--- config.mk ---
export PLATFORM = sky130hd
export DESIGN_NAME = rtfh_mac
export DESIGN_NICKNAME = d
export VERILOG_FILES = /design/src/hdl/rtfh_pkg.sv /design/src/hdl/rtfh_mac.sv
export SDC_FILE = /design/constraint.sdc
export NUM_CORES = 1
export LEC_CHECK = 0
export ABC_AREA = 1
export BUFFER_PORTS_ARGS = -buffer_cell sky130_fd_sc_hd__buf_2
export CAP_MARGIN = 20
export CORE_MARGIN = 2
export CORE_UTILIZATION = 35
export CTS_CLUSTER_DIAMETER = 100
export CTS_CLUSTER_SIZE = 10
export DETAILED_ROUTE_END_ITERATION = 12
export PLACE_DENSITY = 0.5
export SETUP_SLACK_MARGIN = 0.3
export SKIP_LAST_GASP = 1
export SLEW_MARGIN = 20
export SYNTH_ARGS = -nofsm -noshare
export SYNTH_HDL_FRONTEND = slang
export SYNTH_SLANG_ARGS = --single-unit
--- constraint.sdc ---
create_clock -name clk -period 15.58 [get_ports clk]
set_input_delay 0.779 -clock clk [delete_from_list [all_inputs] [get_ports clk]]
set_output_delay 0.779 -clock clk [all_outputs]
set_load 0.1 [all_outputs]
--- src/hdl/rtfh_pkg.sv ---
package rtfh_pkg;

  localparam int FRAC_BITS = 16;
  localparam int EPS_SHIFT = 3 * FRAC_BITS - 23;

  localparam int W_COORD = 32;
  localparam int W_E     = W_COORD + 1;
  localparam int W_R     = 2 * W_COORD + 2;
  localparam int W_Q     = 2 * W_E + 1;
  localparam int W_D     = W_Q + W_E + 1;
  localparam int W_UV    = W_D + 1;
  localparam int W_NUM   = W_D + FRAC_BITS - 1;
  localparam int W_T     = 64;
  localparam int W_ACC   = W_D + 3;
  localparam int W_B     = W_E;

  localparam int MAC_CNT_W = $clog2(W_B);
  localparam int DIV_CNT_W = $clog2(W_NUM);

  localparam int W_CFG_IDX = 3;
  localparam logic [W_CFG_IDX-1:0] CFG_ORIGIN_X = 3'd0;
  localparam logic [W_CFG_IDX-1:0] CFG_ORIGIN_Y = 3'd1;
  localparam logic [W_CFG_IDX-1:0] CFG_ORIGIN_Z = 3'd2;
  localparam logic [W_CFG_IDX-1:0] CFG_DIR_X    = 3'd3;
  localparam logic [W_CFG_IDX-1:0] CFG_DIR_Y    = 3'd4;
  localparam logic [W_CFG_IDX-1:0] CFG_DIR_Z    = 3'd5;
  localparam logic [W_CFG_IDX-1:0] CFG_BACKFACE = 3'd6;

  localparam logic signed [W_COORD-1:0] DIR_Z_RESET = W_COORD'(1 << FRAC_BITS);
  localparam logic signed [W_COORD-1:0] HIT_MIN = {1'b1, {(W_COORD-1){1'b0}}};
  localparam logic signed [W_COORD-1:0] HIT_MAX = {1'b0, {(W_COORD-1){1'b1}}};

  typedef struct packed {
    logic start;
    logic clear;
    logic neg;
  } mac_cmd_t;

endpackage

--- src/hdl/rtfh_mac.sv ---
module rtfh_mac (
  input  logic                                 clk,
  input  logic                                 rst_n,
  input  rtfh_pkg::mac_cmd_t                   cmd,
  input  logic signed [rtfh_pkg::W_ACC-1:0]    op_a,
  input  logic signed [rtfh_pkg::W_B-1:0]      op_b,
  output logic signed [rtfh_pkg::W_ACC-1:0]    acc,
  output logic                                 done
);
  import rtfh_pkg::*;

  logic signed [W_ACC-1:0]   a_r;
  logic signed [W_B-1:0]     b_r;
  logic signed [W_ACC-1:0]   acc_r;
  logic [MAC_CNT_W-1:0]      cnt_r;
  logic                      busy_r;
  logic                      done_r;
  logic                      neg_r;
  logic                      sub;

  // top bit of the multiplier has negative weight
  assign sub  = neg_r ^ (cnt_r == MAC_CNT_W'(W_B - 1));
  assign acc  = acc_r;
  assign done = done_r;

  always_ff @(posedge clk) begin
    if (!rst_n) begin
      busy_r <= 1'b0;
      done_r <= 1'b0;
      cnt_r  <= '0;
    end else begin
      done_r <= 1'b0;
      if (cmd.start) begin
        a_r    <= op_a;
        b_r    <= op_b;
        neg_r  <= cmd.neg;
        cnt_r  <= '0;
        busy_r <= 1'b1;
        if (cmd.clear) begin
          acc_r <= '0;
        end
      end else if (busy_r) begin
        if (b_r[0]) begin
          acc_r <= sub ? acc_r - a_r : acc_r + a_r;
        end
        a_r   <= a_r <<< 1;
        b_r   <= b_r >>> 1;
        cnt_r <= cnt_r + MAC_CNT_W'(1);
        if (cnt_r == MAC_CNT_W'(W_B - 1)) begin
          busy_r <= 1'b0;
          done_r <= 1'b1;
        end
      end
    end
  end

endmodule

==> results.toml <==
[cts]
cts_root_buffer = "clkbuf_16"
htreeDepth = 1
post_cts.repair.setup_buffers = 0
clockBufferDepth = 3
tritoncts = "yes"
cts_hold_buf = 0
cts_resized = 0
cts_made_buffers = 30
clk_pin_slew_ns = 0.06
clock_sinks = 250
clkLatencyLatePin_ns = 0.64

[floorplan]
rows = 95
start_util_pct = 35.3
fp.dieArea_mm2 = 0.0697
ios = 247
die_h_um = 264
die_w_um = 264
core_mm2 = 0.0670

[yosys]
ys.flop_type = "edfxtp_1"
synth_nets = 4102
synth_compound_area_share_pct = 9.38
ys_seq_elements = 250
syn_avg_cell_area_um2 = 6.14
synth_seq_area_share_pct = 31.4
async_flop_share_pct = 0
yosysWarnings = 0
synth_fa_ha_area_share_pct = 5.69
synth_edf_count = 242
synth_mux_area_share_pct = 0
synthCells = 3853
synth-xor-area-share_pct = 3.74
synth.cell_area_mm2 = 0.0237
synthSimpleGateAreaFrac_pct = 37.6
synth_top_family_by_area = "simple AND/OR/NAND/NOR gates"
synth.distinct_cells = 45

[sta]
grt_setup_unrepaired = "false"
skew_ns = 0.0486
slew_headroom_pct = 31.7
fin_crit_ns = 5.34
hold_viol = 0
finalSetupTns_ns = 0
min_period_over_period_pct = 34.3
finalSetupViolCount = 0
max_slew.worst_pin.slew_ns = 1.03
slew_viol_final = 0
fmax_mhz = 187

[global_routing]
grt_max_degree = 101
grt_usage_pct = 29.1
grt_pass1_vias = 23567
grt_pass1_wl_um = 150000
antenna_found_initial = 2
overflow = 0

[job]
drv_cap = 0

[worst_setup_path]
criticalPathCategory = "flop to flop"
cp.required_ns = 15.94
cp-end-kind = "flop"
startpoint_type = "flop"
path_max_fanout = 75
arrival_ns = 5.70

[route]
ant_nets = 0
via_count = 24793
via_per_inst = 4.98
drc = 0
first_pass_iters = 5
first_iter_violations = 2329
routedWlPerCell_um = 20.9
routed_wl_um = 104000

[layout]
fin_cells = 4979
layout_commonest_cell = "nand2_1"
drive_gt1_share_pct = 8.16
n_antenna_cell = 0
layout_common_cells = "1418 x nand2_1, 701 x inv_1, 494 x nor2_1"
num-nets-final = 4335
areaGrowthSynthToFinish_pct = 12.9

[place]
gp_congestion = 0.993
dp_hpwl_um = 87700
io_buffer_count = 246
placed_cells = 4927

[pwr]
p_per_area_mw_per_mm2 = 93.5
vdd_drop_max_uv = 73.7
power_leakage_uw = 0.0136

[hold_path]
hold_path.class = "primary input to flop"

[run_status]
status = "complete, no violations"
-- through the flow --
step           setup slack [ns]  total power (uW)  area, um2  util [%]  hold slack, ns
5_1_grt                    9.88              2630      26700      39.9           0.319
6_report                  10.24              2500      26700      39.9           0.339
3_3_place_gp              10.30              1820      25900      38.6           0.436
2_1_floorplan              4.75              1490      23700         -           0.422
4_1_cts                   10.30              2500      26700      39.9           0.291
3_5_place_dp              10.36              1820      25900      38.6           0.438
-- sequential cells by signal, summed over array words and instances, names as in the netlist --
register / count
neg_r: 1
cnt_r: 6
busy_r: 1
a_r: 104
acc: 104
b_r: 33
done: 1
-- synthesized netlist by cell type (16+ instances only) --
| library cell | instances | share of area [%] |
|---|---|---|
| nand2_1 | 1418 | 22 |
| nand3_1 | 156 | 3.3 |
| ha_1 | 106 | 5.6 |
| nor3_1 | 35 | 0.74 |
| and2_1 | 16 | 0.42 |
| xor2_1 | 100 | 3.7 |
| o21ai_0 | 192 | 4.1 |
| nor2_1 | 494 | 7.8 |
| inv_1 | 702 | 11 |
| edfxtp_1 | 242 | 31 |
| a21oi_1 | 175 | 3.7 |
| nand4_1 | 47 | 1.2 |
| clkbuf_1 | 36 | 0.57 |
-- per-layer routing --
layer  global-route usage [%]  vias up  wire [um]
met3                     3.37      117       6600
met4                     8.34        0       3330
met5                        0        -          0
met1                     41.7    11357      48600
li1                         -    12481          -
met2                     46.2      838      45400
-- cells by family (layout without fill, tap and decap cells) --
| logic type | Yosys count | in the layout |
|---|---|---|
| flops | 250 | 250 |
| buf+inv | 761 | 1014 |
| compound gates | 417 | 417 |
| fa+ha+maj | 107 | 107 |
| simple gates | 2217 | 2217 |
| xor+xnor | 101 | 101 |
-- worst max-delay path, stage by stage, from the launching register on --
cell and delay (ns):
dfxtp_1 0.36, inv_1 0.07, ha_1 0.19, nand3_1 0.13
or2_1 0.13, nand2_2 0.04, buf_4 0.28, inv_2 0.09
buf_4 0.63, o21ai_2 0.19, nand2_1 0.17, inv_2 0.09
nand3_1 0.15, xor2_1 0.38, ha_1 0.27, nand2_1 0.19
nor2_1 0.17, nand2_1 0.15, nor4_1 0.56, nand2_1 0.20
inv_1 0.13, nand2_1 0.06, inv_1 0.06, nand2_1 0.08
a21oi_1 0.17, nor2_1 0.07
-- where the power goes --
group | switching [uW] | internal [uW] | total (uW) | leakage, uW
combinational | 741 | 244 | 986 | 0.0108
sequential | 36.1 | 801 | 837 | 0.00237
clock | 319 | 357 | 676 | 0.000411
total | 1100 | 1400 | 2500 | 0.0136
-- area by class of cell --
type / instances / area [um2]
multi-input combinational: 2842 / 13400
fill: 7578 / 40300
clock buffer: 47 / 815
inverter: 707 / 2660
clock inverter: 5 / 55.1
timing repair buffer: 255 / 1310
sequential: 250 / 7430
tap: 873 / 1090
-- worst paths after layout --
| kind | from | slack [ns] | cells past startpoint | endpoint |
|---|---|---|---|---|
| max | cnt_r[0]$_SDFFE_PP0P_ | 10.24 | 25 | acc[97]$_SDFFCE_PP0P_ |
| max reg2reg | cnt_r[0]$_SDFFE_PP0P_ | 10.24 | 25 | acc[97]$_SDFFCE_PP0P_ |
| min reg2reg | cnt_r[5]$_SDFFE_PP0P_ | 0.44 | 1 | cnt_r[5]$_SDFFE_PP0P_ |
| min | cmd[0] | 0.34 | 1 | neg_r$_DFFE_PP_ |
Note: power is estimated with default switching activity, not from simulation.
