`config.mk`:
```
export PLATFORM = sky130hd
export DESIGN_NAME = rtfh_div
export DESIGN_NICKNAME = d
export VERILOG_FILES = /design/src/hdl/rtfh_pkg.sv /design/src/hdl/rtfh_div.sv
export SDC_FILE = /design/constraint.sdc
export NUM_CORES = 1
export LEC_CHECK = 0
export ABC_AREA = 1
export BUFFER_PORTS_ARGS = -buffer_cell sky130_fd_sc_hd__buf_2
export CORE_MARGIN = 2
export CORE_UTILIZATION = 54
export DETAILED_ROUTE_END_ITERATION = 8
export PLACE_DENSITY = 0.78
export SETUP_SLACK_MARGIN = 0.5
export SYNTH_ARGS = -nofsm -noshare
export SYNTH_HDL_FRONTEND = slang
export SYNTH_SLANG_ARGS = --single-unit
```
`constraint.sdc`:
```
create_clock -name clk -period 22.6 [get_ports clk]
set_input_delay 4.52 -clock clk [delete_from_list [all_inputs] [get_ports clk]]
set_output_delay 4.52 -clock clk [all_outputs]
set_load 0.01 [all_outputs]
```
`src/hdl/rtfh_pkg.sv`:
```
package rtfh_pkg;

  localparam int FRAC_BITS = 16;
  localparam int EPS_SHIFT = 3 * FRAC_BITS - 23;

  localparam int W_COORD = 32;
  localparam int W_E     = W_COORD + 1;
  localparam int W_R     = 2 * W_COORD + 2;
  localparam int W_Q     = 2 * W_E + 1;
  localparam int W_D     = W_Q + W_E + 1;
  localparam int W_UV    = W_D + 1;
  localparam int W_NUM   = W_D + FRAC_BITS - 1;
  localparam int W_T     = 64;
  localparam int W_ACC   = W_D + 3;
  localparam int W_B     = W_E;

  localparam int MAC_CNT_W = $clog2(W_B);
  localparam int DIV_CNT_W = $clog2(W_NUM);

  localparam int W_CFG_IDX = 3;
  localparam logic [W_CFG_IDX-1:0] CFG_ORIGIN_X = 3'd0;
  localparam logic [W_CFG_IDX-1:0] CFG_ORIGIN_Y = 3'd1;
  localparam logic [W_CFG_IDX-1:0] CFG_ORIGIN_Z = 3'd2;
  localparam logic [W_CFG_IDX-1:0] CFG_DIR_X    = 3'd3;
  localparam logic [W_CFG_IDX-1:0] CFG_DIR_Y    = 3'd4;
  localparam logic [W_CFG_IDX-1:0] CFG_DIR_Z    = 3'd5;
  localparam logic [W_CFG_IDX-1:0] CFG_BACKFACE = 3'd6;

  localparam logic signed [W_COORD-1:0] DIR_Z_RESET = W_COORD'(1 << FRAC_BITS);
  localparam logic signed [W_COORD-1:0] HIT_MIN = {1'b1, {(W_COORD-1){1'b0}}};
  localparam logic signed [W_COORD-1:0] HIT_MAX = {1'b0, {(W_COORD-1){1'b1}}};

  typedef struct packed {
    logic start;
    logic clear;
    logic neg;
  } mac_cmd_t;

endpackage

```
`src/hdl/rtfh_div.sv`:
```
module rtfh_div (
  input  logic                           clk,
  input  logic                           rst_n,
  input  logic                           start,
  input  logic [rtfh_pkg::W_NUM-1:0]     num,
  input  logic [rtfh_pkg::W_D-1:0]       den,
  output logic [rtfh_pkg::W_NUM-1:0]     quo,
  output logic                           done
);
  import rtfh_pkg::*;

  logic [W_NUM-1:0]      n_r;
  logic [W_NUM-1:0]      q_r;
  logic [W_D-1:0]        den_r;
  logic [W_D-1:0]        rem_r;
  logic [DIV_CNT_W-1:0]  cnt_r;
  logic                  busy_r;
  logic                  done_r;
  logic [W_D:0]          rem_sh;
  logic                  fits;

  assign rem_sh = {rem_r, n_r[W_NUM-1]};
  assign fits   = rem_sh >= {1'b0, den_r};
  assign quo    = q_r;
  assign done   = done_r;

  always_ff @(posedge clk) begin
    if (!rst_n) begin
      busy_r <= 1'b0;
      done_r <= 1'b0;
      cnt_r  <= '0;
    end else begin
      done_r <= 1'b0;
      if (start) begin
        n_r    <= num;
        den_r  <= den;
        rem_r  <= '0;
        q_r    <= '0;
        cnt_r  <= '0;
        busy_r <= 1'b1;
      end else if (busy_r) begin
        rem_r <= fits ? W_D'(rem_sh - {1'b0, den_r}) : W_D'(rem_sh);
        q_r   <= {q_r[W_NUM-2:0], fits};
        n_r   <= n_r << 1;
        cnt_r <= cnt_r + DIV_CNT_W'(1);
        if (cnt_r == DIV_CNT_W'(W_NUM - 1)) begin
          busy_r <= 1'b0;
          done_r <= 1'b1;
        end
      end
    end
  end

endmodule

```
==> results of run 1 <==
[worst max-delay path by stage]
stage	start	end	slack, ns	depth (start not counted)
detailed placement	start	n_r[90]	13.81	5
finish	start	quo[59]	14.41	5
floorplan	start	busy_r	7.48	7
CTS	start	quo[58]	14.46	5
global placement	start	quo[37]	13.82	5
global route	start	quo[82]	14.07	5
[power by group through the flow]
| stage | clock network, uW | logic (uW) | registers, uW |
|---|---|---|---|
| after global placement | 0 | 632 | 1030 |
| after detailed placement | 0 | 640 | 1030 |
| after global routing | 797 | 732 | 1020 |
| final | 755 | 654 | 1010 |
| after floorplan | 0 | 442 | 1040 |
| after CTS | 768 | 644 | 1010 |
[cell usage in the layout (no fill, tap or decap), types with 5 or more instances in the layout]
cell type | synthesis | layout
nand2_1 | 1574 | 1574
inv_1 | 824 | 822
nor2_1 | 500 | 500
edfxtp_1 | 434 | 434
buf_2 | 9 | 335
nand3_1 | 137 | 137
ha_1 | 102 | 102
a21oi_1 | 75 | 74
xnor2_1 | 52 | 52
clkbuf_16 | 0 | 46
nand4_1 | 28 | 28
o21ai_0 | 25 | 25
nor3_1 | 24 | 24
inv_2 | 18 | 18
nor2_2 | 17 | 17
diode_2 | 0 | 14
clkbuf_1 | 46 | 11
o21bai_1 | 10 | 10
nand3b_1 | 10 | 10
clkinv_2 | 0 | 10
buf_4 | 0 | 10
and2_1 | 9 | 9
dfxtp_1 | 9 | 9
clkinv_1 | 0 | 6
o21ai_1 | 5 | 5
[area by class of cell]
| type | instances | area [sq um] | share of cell area (%) |
|---|---|---|---|
| clock buffers | 57 | 1190 | 3.72 |
| repair buffers | 346 | 1760 | 5.50 |
| inverters | 842 | 3170 | 9.88 |
| clock inverters | 27 | 302 | 0.941 |
| multi-input cells | 2588 | 11500 | 36.0 |
| well taps | 680 | 851 | 2.65 |
| flip-flops and latches | 443 | 13200 | 41.2 |
| diodes | 14 | 35.0 | 0.109 |
[cells by family (layout without fill, tap and decap cells)]
group	after synthesis	in the layout	share of synthesized area, %
other	0	14	0
xor gates and xnor gates	53	53	1.64
adders and majority gates	103	103	4.58
and+or+nand+nor	2312	2312	32.2
buffers and inverters	914	1272	12.6
DFF	443	443	46.7
AOI/OAI and AO/OA	120	120	2.26
[flip-flops by register name, indices dropped and copies added, names as in the netlist]
name / flops
done: 1
n_r: 116
rem_r: 101
quo: 116
den_r: 101
busy_r: 1
cnt_r: 7
[stage by stage]
stage               instances  util [%]  total power [uW]  hold WS [ns]  instance area, sq um
floorplan                3945         -              1480         0.422                 28300
global placement         4899      59.3              1660         0.437                 30500
detailed placement       4899      59.3              1670         0.440                 30500
CTS                      4983      62.2              2420         0.449                 32000
global route             4990      62.2              2550         0.499                 32000
finish                   4997      62.2              2420         0.447                 32100
[metal layers]
layer	up-vias	global-route usage, %	routed length, um
met5	-	0	80
met4	14	11.7	3330
met3	154	6.29	7180
met2	880	51.1	38700
met1	11200	43.4	37000
li1	12600	-	-
==> flow_summary.yaml, run 1 <==
setup_path:
  cp-start-kind: "input port"
  arrival_ns: 8.40
  r2r_start: "rem_r[4]"
  cp_slowest_cell: "buf_4"
  r2r-end: "rem_r[89]"
  cp_max_fo: 123
  crit_chain: "buf_6, inv_6, a21oi_4, buf_4, buf_4"
  r2r_slack_ns: 18.41
  crit_path_end_kind: "flip-flop"
  cp_slowest_stage_delay_ns: 0.99
  path_class: "input port to flip-flop"
  path_buf_inv: 4
  r2r_cells: 11
  crit_top_cell: "buf_4"
  crit_family: "buffers and inverters"
  required_ns: 22.82
power_and_ir_drop:
  power_frac_clock_pct: 31.2
  power_density_mw_per_mm2: 75.5
  power_frac_comb_pct: 27.0
  power_frac_seq_pct: 41.8
  irDropWorstVdd_mv: 0.0620
  p_leak_uw: 0.0170
  swShare_pct: 33.4
  intPower_uw: 1610
  switchingPower_uw: 808
timing:
  setup_viol: 0
  slew_headroom_pct: 24.8
  max_freq_mhz: 122
  min_period_ns: 8.19
  slew_violations: 0
  fin_worst_skew_ns: 0.0473
  worst_slew_pin_slew_ns: 1.13
  tns_ns: 0
  finalCritPeriodShare_pct: 36.2
  rsz0062_at_grt: "false"
  hold_viol: 0
  postLayoutSetupSlackWorst_ns: 14.41
global_routing:
  overflow: 0
  grt_usage_pct: 32.0
  grt_pass1_wl_mm: 131
  grt_max_degree: 124
  antenna_found_initial: 17
  grt_pass1_vias: 23600
clocking:
  clkSinkCount: 443
  cts_hold_buf: 0
  cts_tree: "done"
  insertion_delay_ns: 0.61
  cts_resized: 0
  clk_pin_slew_ns: 0.06
  cts_made_buffers: 46
  htree_levels: 2
  clk_path_buf_depth: 3
  cts_root_buffer: "clkbuf_16"
  cts_setup_buffers: 0
placement:
  port_buffers: 336
  gp_congestion: 1.03
  dp_hpwl_mm: 67.9
  place_ws_ns: 13.81
synth:
  yosysTopAreaCellShare_pct: 46.1
  yosys_register_bits: 443
  synth-seq-area-share_pct: 46.7
  ys_warn_count: 0
  syn-num-nets: 4268
  syn_area_sq_mm: 0.0283
  synth_edf_count: 434
  ys.flop_type: "edfxtp_1"
  yosysTopAreaCell: "edfxtp_1"
  synth_cell_types: 36
  synth_area_leaders: "edfxtp_1 46%, nand2_1 21%, inv_1 11%"
  synth_commonest_cells: "1574 x nand2_1, 824 x inv_1, 500 x nor2_1"
  synthArstFlopShare_pct: 0
  syn_area_per_cell_sq_um: 7.17
  synth_cells: 3945
  synth.most_common_cell: "nand2_1"
worst_hold_path:
  min_from: "cnt_r[6]"
  hold_path_class: "flip-flop to flip-flop"
  hold_path_depth: 1
  min_to: "cnt_r[6]"
routing:
  dr_total_vias: 24800
  drt_pass1_iterations: 6
  routed_wirelength_mm: 86.3
  drtIter0Drc: 2263
  wl_per_cell_um: 17.3
  ant_nets: 0
  drc_errors: 0
  via_per_inst: 4.97
cells_and_area:
  nFillCells: 4757
  nNetsFinal: 4590
  syn2layout_area_growth_pct: 13.4
  drive_gt1_share_pct: 10.7
run:
  cap_viol_max_count: 0
die:
  die_h_um: 233
  boundaryPins: 337
  core_sq_mm: 0.0515
  start_util_pct: 54.9
  dieArea_sq_mm: 0.0542
  die_x_um: 233
  num_rows: 83
outcome:
  status: "completed"
No activity file was read; power rests on OpenSTA's default activity.
==> run 2, diff against run 1 <==
Settings changed: CORE_UTILIZATION 54 to 55, PLACE_DENSITY 0.78 to 0.76.
Clock period 22.6 ns to 7.63 ns, I/O delays scaled along.
==> flow_summary.yaml, run 2 (synthesis gave the netlist of run 1 again) <==
outcome:
  status: "completed"
setup_path:
  r2r_cells: 16
  arrival_ns: 4.57
  cp-start-kind: "flip-flop"
  path_class: "flip-flop to flip-flop"
  r2r_slack_ns: 3.42
  crit_path_end_kind: "flip-flop"
  r2r-end: "rem_r[90]"
  critPathCapture: "rem_r[90]"
  cp_max_fo: 68
  r2r_start: "n_r[115]"
  worstSetupStartpoint: "n_r[115]"
  required_ns: 7.98
timing:
  setup_viol: 0
  postLayoutSetupSlackWorst_ns: 3.42
  max_freq_mhz: 237
  hold_viol: 0
  slew_headroom_pct: 21.3
  tns_ns: 0
  slew_violations: 0
  rsz0062_at_grt: "false"
  finalCritPeriodShare_pct: 55.2
  min_period_ns: 4.21
  worst_slew_pin_slew_ns: 1.18
  fin_worst_skew_ns: 0.0331
clocking:
  cts_resized: 0
  cts_tree: "done"
  clk_pin_slew_ns: 0.06
  cts_hold_buf: 0
  cts_root_buffer: "clkbuf_16"
  clkSinkCount: 443
  cts_made_buffers: 46
  insertion_delay_ns: 0.62
  clk_path_buf_depth: 3
  cts_setup_buffers: 0
  htree_levels: 2
global_routing:
  grt_max_degree: 188
  grt_pass1_wl_mm: 129
  grt_usage_pct: 31.7
  antenna_found_initial: 17
  grt_pass1_vias: 23500
  overflow: 0
power_and_ir_drop:
  p_leak_uw: 0.0170
  irDropWorstVdd_mv: 0.199
  power_density_mw_per_mm2: 225
cells_and_area:
  mostFrequentLayoutCell: "nand2_1"
  drive_gt1_share_pct: 10.7
  syn2layout_area_growth_pct: 13.4
  layout_common_cells: "1574 x nand2_1, 822 x inv_1, 500 x nor2_1, 434 x edfxtp_1, 335 x buf_2"
  multi_input_area_sq_mm: 0.0115
  stdcell_count: 4988
  register_area_sq_mm: 0.0132
  fin_area_sq_mm: 0.0321
  nNetsFinal: 4590
  nFillCells: 4811
routing:
  dr_total_vias: 24900
  drc_errors: 0
  via_per_inst: 4.99
  drt_pass1_iterations: 5
  wl_per_cell_um: 16.9
  drtIter0Drc: 2291
  routed_wirelength_mm: 84.5
  ant_nets: 0
placement:
  gp_congestion: 1.08
  dp_hpwl_mm: 65.8
  port_buffers: 336
  dp.cells: 4899
  place_ws_ns: 3.49
  place_area_sq_mm: 0.0305
die:
  core_sq_mm: 0.0511
  start_util_pct: 55.3
  die_x_um: 231
  die_h_um: 231
  num_rows: 83
  boundaryPins: 337
  dieArea_sq_mm: 0.0532
worst_hold_path:
  hold_path_class: "flip-flop to flip-flop"
run:
  cap_viol_max_count: 0
[run 2: changes by cell type in the layout (fill, tap and decap cells not counted), moves of 2 or more]
cell      previous run  this run
clkinv_4             2         0
diode_2             14         6
clkinv_2            10         8
clkinv_1             6        14
clkbuf_1            11         5
[run 2: worst max-delay path, cell delays in order, from the launching register on]
cell and delay [ns]:
edfxtp_1 0.40, inv_1 0.08, ha_1 0.14, inv_1 0.06, fa_1 0.43, nand2_1 0.10
nand3_1 0.20, nand2_1 0.15, nand3_2 0.17, nand2_1 0.11, nand2_1 0.14, nand2_1 0.20
nand3_4 0.65, nand2_2 0.86, nand2_1 0.12, nand2_1 0.09, inv_1 0.05
[run 2: report_power, final]
| part | leakage (uW) | switching, uW | internal, uW |
|---|---|---|---|
| Sequential | 0.00426 | 78.5 | 2920 |
| Combinational | 0.0120 | 1320 | 604 |
| Clock | 0.000736 | 1000 | 1280 |
| Total | 0.0170 | 2400 | 4810 |
[run 2: metal layers]
layer	wire length, um	share of wire, %	global-route usage, %	vias to the layer above
met2	37000	44	49.8	932
li1	-	-	-	12600
met5	127	0.15	0	-
met4	3530	4.2	12.0	20
met3	7150	8.5	6.36	179
met1	36600	43	43.4	11200
[run 2: layout make-up]
type                    instances  area share, %
diodes                          6         0.0468
clock buffers                  51           3.65
clock inverters                32           1.09
inverters                     842           9.88
multi-input cells            2588           36.0
flip-flops and latches        443           41.2
well taps                     680           2.65
repair buffers                346           5.54
[run 2: worst min path at each step]
stage / start / depth (start not counted) / to / slack [ns]
detailed placement: cnt_r[6] / 1 / cnt_r[6] / 0.44
CTS: cnt_r[6] / 1 / cnt_r[6] / 0.45
global route: cnt_r[6] / 1 / cnt_r[6] / 0.49
floorplan: cnt_r[6] / 1 / cnt_r[6] / 0.42
finish: cnt_r[6] / 1 / cnt_r[6] / 0.45
global placement: cnt_r[6] / 1 / cnt_r[6] / 0.44
[run 2: per-stage QoR]
stage               utilization (%)  hold WS, ns  total power [uW]
global placement               59.8        0.437              4900
finish                         62.8        0.446              7210
detailed placement             59.8        0.438              4920
CTS                            62.7        0.447              7210
floorplan                         -        0.422              4370
global route                   62.8        0.491              7570
